<file path="config.mk">
export PLATFORM = sky130hd
export DESIGN_NAME = sorted_max_priority_queue_unit
export DESIGN_NICKNAME = d
export VERILOG_FILES = /design/src/sv/smpq_pkg.sv /design/src/sv/smpq_cell.sv /design/src/sv/sorted_max_priority_queue_unit.sv
export SDC_FILE = /design/constraint.sdc
export NUM_CORES = 2
export LEC_CHECK = 0
export BUFFER_PORTS_ARGS = -buffer_cell sky130_fd_sc_hd__buf_4
export CAP_MARGIN = 20
export CORE_MARGIN = 2
export CORE_UTILIZATION = 24
export DETAILED_ROUTE_END_ITERATION = 10
export PLACE_DENSITY = 0.42
export SLEW_MARGIN = 30
export SYNTH_ARGS = -nofsm -noshare
export SYNTH_HDL_FRONTEND = slang
export SYNTH_SLANG_ARGS = --single-unit
</file>
<file path="constraint.sdc">
create_clock -name clk -period 14.6 [get_ports clk]
set_input_delay 1.46 -clock clk [delete_from_list [all_inputs] [get_ports clk]]
set_output_delay 1.46 -clock clk [all_outputs]
set_load 0.005 [all_outputs]
</file>
<file path="src/sv/smpq_pkg.sv">
// shared constants and types for the sorted max priority queue
`timescale 1ns / 1ps

package smpq_pkg;

	localparam int CAPACITY = 32;
	localparam int CNT_W    = $clog2(CAPACITY + 1);
	localparam int VAL_W    = 32;

	typedef enum logic {
		REQ_INSERT = 1'b0,
		REQ_REMOVE = 1'b1
	} req_t;

	typedef enum logic [1:0] {
		ST_OK        = 2'd0,
		ST_OVERFLOW  = 2'd1,
		ST_UNDERFLOW = 2'd2
	} status_t;

	// command broadcast to every cell
	typedef struct packed {
		logic                    ins;
		logic                    rem;
		logic signed [VAL_W-1:0] value;
	} cell_cmd_t;

	// what a cell shows its neighbors
	typedef struct packed {
		logic                    valid;
		logic                    keep;
		logic signed [VAL_W-1:0] value;
	} cell_link_t;

endpackage

</file>
<file path="src/sv/smpq_cell.sv">
// one slot of the sorted store, shifting toward or away from the head
`timescale 1ns / 1ps

module smpq_cell (
	input  logic               clk,
	input  logic               arst_n,
	input  smpq_pkg::cell_cmd_t  cmd,
	input  smpq_pkg::cell_link_t from_prev,
	input  smpq_pkg::cell_link_t from_next,
	output smpq_pkg::cell_link_t link
);
	import smpq_pkg::*;

	logic                    valid_q;
	logic signed [VAL_W-1:0] value_q;
	logic                    keep;
	logic                    valid_d;
	logic signed [VAL_W-1:0] value_d;

	// stays put on insert when it holds a value >= the new one
	assign keep = valid_q && (value_q >= cmd.value);

	always_comb begin
		valid_d = valid_q;
		value_d = value_q;
		if (cmd.ins) begin
			if (!keep) begin
				if (from_prev.keep) begin
					valid_d = 1'b1;
					value_d = cmd.value;
				end else begin
					valid_d = from_prev.valid;
					value_d = from_prev.value;
				end
			end
		end else if (cmd.rem) begin
			valid_d = from_next.valid;
			value_d = from_next.value;
		end
	end

	always_ff @(posedge clk or negedge arst_n) begin
		if (!arst_n) begin
			valid_q <= 1'b0;
		end else begin
			valid_q <= valid_d;
		end
	end

	always_ff @(posedge clk) begin
		value_q <= value_d;
	end

	assign link.valid = valid_q;
	assign link.keep  = keep;
	assign link.value = value_q;

endmodule

</file>
<file path="src/sv/sorted_max_priority_queue_unit.sv">
// Sorted max priority queue: a row of CAPACITY cells kept in descending signed order,
// largest at the head, equal values leaving in arrival order. Every request is one
// transfer in and one result out; each request is applied to all cells at once, so one
// request is taken every cycle while in_stall is low, and its result appears in the next cycle.
// The result sits in an output register; while that register holds a result
// that is stalled, in_stall is high and no new request is taken.
`timescale 1ns / 1ps

module sorted_max_priority_queue_unit (
	input  logic                        clk,
	input  logic                        arst_n,
	input  logic                        in_valid,
	output logic                        in_stall,
	input  logic                        req_type,
	input  logic signed [31:0]          value,
	output logic                        out_valid,
	input  logic                        out_stall,
	output logic signed [31:0]          removed_value,
	output logic [1:0]                  status,
	output logic [5:0]                  item_count
);
	import smpq_pkg::*;

	logic                    in_xfer;
	logic                    is_remove;
	logic                    full;
	logic                    empty;
	logic [CNT_W-1:0]        occ_q;
	logic [CNT_W-1:0]        occ_d;
	logic [31:0]             occ_ext;
	cell_cmd_t               cmd;
	cell_link_t              links [CAPACITY];
	cell_link_t              head_prev;
	cell_link_t              tail_next;
	logic                    out_valid_q;
	logic signed [VAL_W-1:0] removed_q;
	status_t                 status_q;
	logic [5:0]              count_q;
	logic signed [VAL_W-1:0] removed_d;
	status_t                 status_d;

	assign in_stall  = out_valid_q && out_stall;
	assign in_xfer   = in_valid && !in_stall;
	assign is_remove = (req_t'(req_type) == REQ_REMOVE);
	assign full      = (occ_q == CNT_W'(CAPACITY));
	assign empty     = (occ_q == '0);

	assign cmd.ins   = in_xfer && !is_remove && !full;
	assign cmd.rem   = in_xfer && is_remove && !empty;
	assign cmd.value = value;

	// head sees a neighbor that always keeps, tail sees an empty slot
	assign head_prev.valid = 1'b0;
	assign head_prev.keep  = 1'b1;
	assign head_prev.value = '0;
	assign tail_next.valid = 1'b0;
	assign tail_next.keep  = 1'b0;
	assign tail_next.value = '0;

	for (genvar i = 0; i < CAPACITY; i++) begin : g_cell
		smpq_cell u_cell (
			.clk       (clk),
			.arst_n    (arst_n),
			.cmd       (cmd),
			.from_prev ((i == 0) ? head_prev : links[(i == 0) ? 0 : i - 1]),
			.from_next ((i == CAPACITY - 1) ? tail_next
			                                : links[(i == CAPACITY - 1) ? i : i + 1]),
			.link      (links[i])
		);
	end

	always_comb begin
		occ_d     = occ_q;
		removed_d = '0;
		status_d  = ST_OK;
		if (is_remove) begin
			if (empty) begin
				status_d = ST_UNDERFLOW;
			end else begin
				removed_d = links[0].value;
				occ_d     = occ_q - 1'b1;
			end
		end else begin
			if (full) begin
				status_d = ST_OVERFLOW;
			end else begin
				occ_d = occ_q + 1'b1;
			end
		end
	end

	assign occ_ext = 32'(occ_d);

	always_ff @(posedge clk or negedge arst_n) begin
		if (!arst_n) begin
			occ_q       <= '0;
			out_valid_q <= 1'b0;
		end else begin
			if (in_xfer) begin
				occ_q       <= occ_d;
				out_valid_q <= 1'b1;
			end else if (!out_stall) begin
				out_valid_q <= 1'b0;
			end
		end
	end

	always_ff @(posedge clk) begin
		if (in_xfer) begin
			removed_q <= removed_d;
			status_q  <= status_d;
			count_q   <= occ_ext[5:0];
		end
	end

	assign out_valid     = out_valid_q;
	assign removed_value = removed_q;
	assign status        = status_q;
	assign item_count    = count_q;

endmodule

</file>
==> qor_table.md <==
| Quantity | Reported |
| --- | --- |
| Arrival time at the worst endpoint | 6.28 ns |
| Effective utilization at floorplan | 24.1% |
| Root buffer selected by CTS | clkbuf_16 |
| Max Cap Violations | 0 |
| Met3 track demand over resource in global routing | 2.90% |
| Worst hold path depth | 2 |
| Port bufs | 78 |
| Final hold slack | 0.540 ns |
| Total core area | 324000 sq um |
| Hold buffers post-CTS | 0 |
| Flip-flop and latch count after synthesis | 1103 |
| DP HPWL | 246 mm |
| Number of max-slew violations in the final report | 0 |
| Launching point of the worst reg2reg path | occ_q[0] |
| Number of buffers added by the clock tree synthesis step | 149 |
| Clock transition at the register clock pins on the worst setup and hold paths after CTS | 0.05 ns |
| DIE WIDTH | 575 um |
| Pre-CTS setup slack | 8.03 ns |
| Top post-synthesis cells by area | edfxtp_1 (41%), ha_1 (16%), mux2i_1 (10%) |
| Number of placement rows | 209 |
| Commonest cells after routing, fill and taps aside | nand2_1 (1345), edfxtp_1 (1064), ha_1 (1027) |
| Remaining number of nets flagged by the antenna check after routing | 0 |
| Layer with the highest usage after global routing | met2 |
| Required arrival time at the worst endpoint | 15.12 ns |
| Type of origin of the critical path | input port |
| Area share of the largest cell type after synthesis | 40.8% |
| Peak supply drop | 0.0873 mV |
| Buf/Inv on CP | 5 |
| Yosys cell types | 74 |
| Slowest cell on the critical path | a21oi_4 |
| Startpoint of the tightest hold check path | out_valid |
| Worst-case reg-to-reg path depth | 12 |
| Via total after detailed routing | 65100 |
| Seq/Total Area, Yosys | 42.1% |
| Post-layout min period | 5.76 ns |
| CP Capture Type | register |
| Pin count of the biggest net entering global routing | 153 |
| Maximum count of clock buffers along a single path | 4 |
| Area of the mapped netlist | 78200 sq um |
| Highest cell delay on the worst timing path | 0.81 ns |
| Cell count after synthesis | 7748 |
| Vertical extent of the die | 575 um |
| Post-cts resize count | 0 |
| CTS tree | yes |
| Via-to-Cell Ratio | 5.37 |
| Detailed-route wire length | 344 mm |
| Result of the run | complete, no violations |
| Total routing usage reported by global routing | 20.1% |
| Critical path class | in -> reg |
| CP delay by family, top | buffers and inverters |
| Critical Path Most Common Cell | buf_4 |
| Setup Viol. Count Final | 0 |
| Global-route track usage on met2 | 32.9% |
| Final weighted congestion in routability-driven placement | 0.901 |
| R2R Path End | g_cell[11].u_cell.value_q[14] |
| Final critical-path share of the clock period | 39.4% |
| Grt total ovfl | 0 |
| Cell area reported after detailed placement | 83800 sq um |
| Initial detailed-routing violation count | 6512 |
| Dominant synthesized flop cell | edfxtp_1 |
| Total number of clock tree sinks | 1103 |
| # IOs | 79 |
| GR Layer Usage met1 | 27.1% |
| Number of global-route vias before repair | 64400 |
| Min-delay worst type | reg -> reg |
| Ordered list of cells on the worst path | buf_4 > inv_2 > buf_4 > ha_1 > and3_1 > nand3_1 > o41ai_1 > o21ai_0 > a21oi_4 > buf_4 > o21ai_4 > buf_4 |
| Destination of the worst hold path | out_valid |
| Post-Route Skew | 0.0678 ns |
| Setup bufs post-CTS | 0 |
| Setup slack after layout | 8.84 ns |
| Number of synthesized flops with an enable pin | 1064 |
| Share of final-layout standard cells stronger than drive strength 1 | 7.70% |
| DR pass1 iterations | 6 |
| Slew HR | 27.4% |
| Setup Total Neg Slack | 0 ns |
| Final Hold Viols | 0 |
| Synth area leader | edfxtp_1 |
| PwrDens | 146 nW/um^2 |
| Slack of the worst reg-to-reg path | 9.41 ns |
| Synth Net Count | 8812 |
| Leak Pwr | 34.3 nW |
| Final-stage net count | 8743 |
| Largest fanout on the critical path | 20 |
| H-tree Lvls | 4 |
| Floorplan die area | 331000 sq um |
| Routed wirelength normalized by instance count | 28.4 um |
| Clock network latency to the later pin of the worst-skew pair | 0.84 ns |
| Highest clock frequency the design can meet | 0.174 GHz |
| Setup repair after global routing missed its margin | false |
| Mean post-synth cell area | 10.1 sq um |
| Transition time of the tightest slew-check pin | 1.09 ns |
| Relative area change from synthesis to final layout | 12.9% |
| Area of all placed cells without fillers | 88300 sq um |
| Worst setup startpoint | value[8] |
| Most common cell after layout, fill and taps aside | nand2_1 |
| First-pass GRT wire length | 485 mm |
| Antenna violations before repair | 22 |
| Share of flip-flops with an asynchronous set or reset | 3.54% |
| Yosys warns | 0 |
| Fraction of the core area covered by cells at the end of the flow | 27.2% |
| DRC viols | 0 |
[worst max-delay path by stage]
| stage | endpoint | depth (start not counted) |
|---|---|---|
| 6_report | g_cell[19].u_cell.value_q[21] | 12 |
| 5_1_grt | g_cell[19].u_cell.value_q[21] | 13 |
| 4_1_cts | g_cell[19].u_cell.value_q[21] | 12 |
| 3_5_place_dp | g_cell[19].u_cell.value_q[27] | 12 |
| 3_3_place_gp | g_cell[16].u_cell.value_q[25] | 12 |
| 2_1_floorplan | g_cell[18].u_cell.value_q[0] | 13 |
[power breakdown]
group / switching (mW) / total, mW / internal (mW)
Clock: 1.54 / 3.59 / 2.04
Sequential: 0.724 / 5.03 / 4.30
Combinational: 2.71 / 4.31 / 1.60
[through the flow]
step | total power, mW | std cells
2_1_floorplan | 7.83 | 7748
3_3_place_gp | 9.26 | 11800
3_5_place_dp | 9.35 | 11900
4_1_cts | 13.0 | 12100
5_1_grt | 13.6 | 12100
6_report | 12.9 | 12100
[cell families after synthesis]
| family | Yosys count | synth area share (%) |
|---|---|---|
| buffers and inverters | 585 | 3.64 |
| AO/OA/AOI/OAI | 1940 | 14.5 |
| flip-flops | 1103 | 42.1 |
| XOR/XNOR | 5 | 0.0560 |
| multiplexers | 807 | 10.3 |
| adder cells (fa/ha/maj) | 1027 | 16.4 |
| AND/OR/NAND/NOR | 2281 | 13.0 |
[cells in the mapped netlist, drive strengths merged (70+ instances only)]
library cell	n
nand2	1360
edfxtp	1064
ha	1027
o21ai	963
mux2i	805
a21oi	414
clkbuf	319
nand3	286
o211ai	212
nand4	209
nor2	183
buf	181
inv	85
a211oi	70
[state kept, by name (all words and copies together), names as in the netlist]
name and cells:
g_cell.u_cell.value_q 1024, removed_value 32, g_cell.u_cell.valid_q 32, occ_q 6, out_valid 1, item_count 6, status 2
[area by class of cell]
| cell class | count | area, sq um |
|---|---|---|
| Tap cell | 4325 | 5410 |
| Fill cell | 34300 | 236000 |
| Sequential cell | 1103 | 32900 |
| Clock inverter | 44 | 384 |
| Multi-Input combinational cell | 6060 | 42900 |
| Inverter | 85 | 319 |
| Antenna cell | 8 | 20.0 |
| Timing Repair Buffer | 280 | 2270 |
| Clock buffer | 212 | 4080 |
[worst register-to-register path, stage by stage, from the launching register on]
cell      delay (ns)
dfrtp_1         0.51
inv_1           0.13
ha_1            0.26
nand3_1         0.15
nand2_1         0.15
nor2_4          0.77
buf_4           0.60
buf_6           0.66
nand2_1         0.93
buf_4           0.52
nor2_1          0.13
a41oi_1         0.06
o211ai_1        0.13
[routing by layer]
layer / wire length (um) / up-vias
met3: 20700 / 534
met1: 152000 / 32900
met2: 158000 / 2221
li1: - / 29400
met4: 12800 / 8
met5: 54 / -
Power figures use the tool's default switching activity.
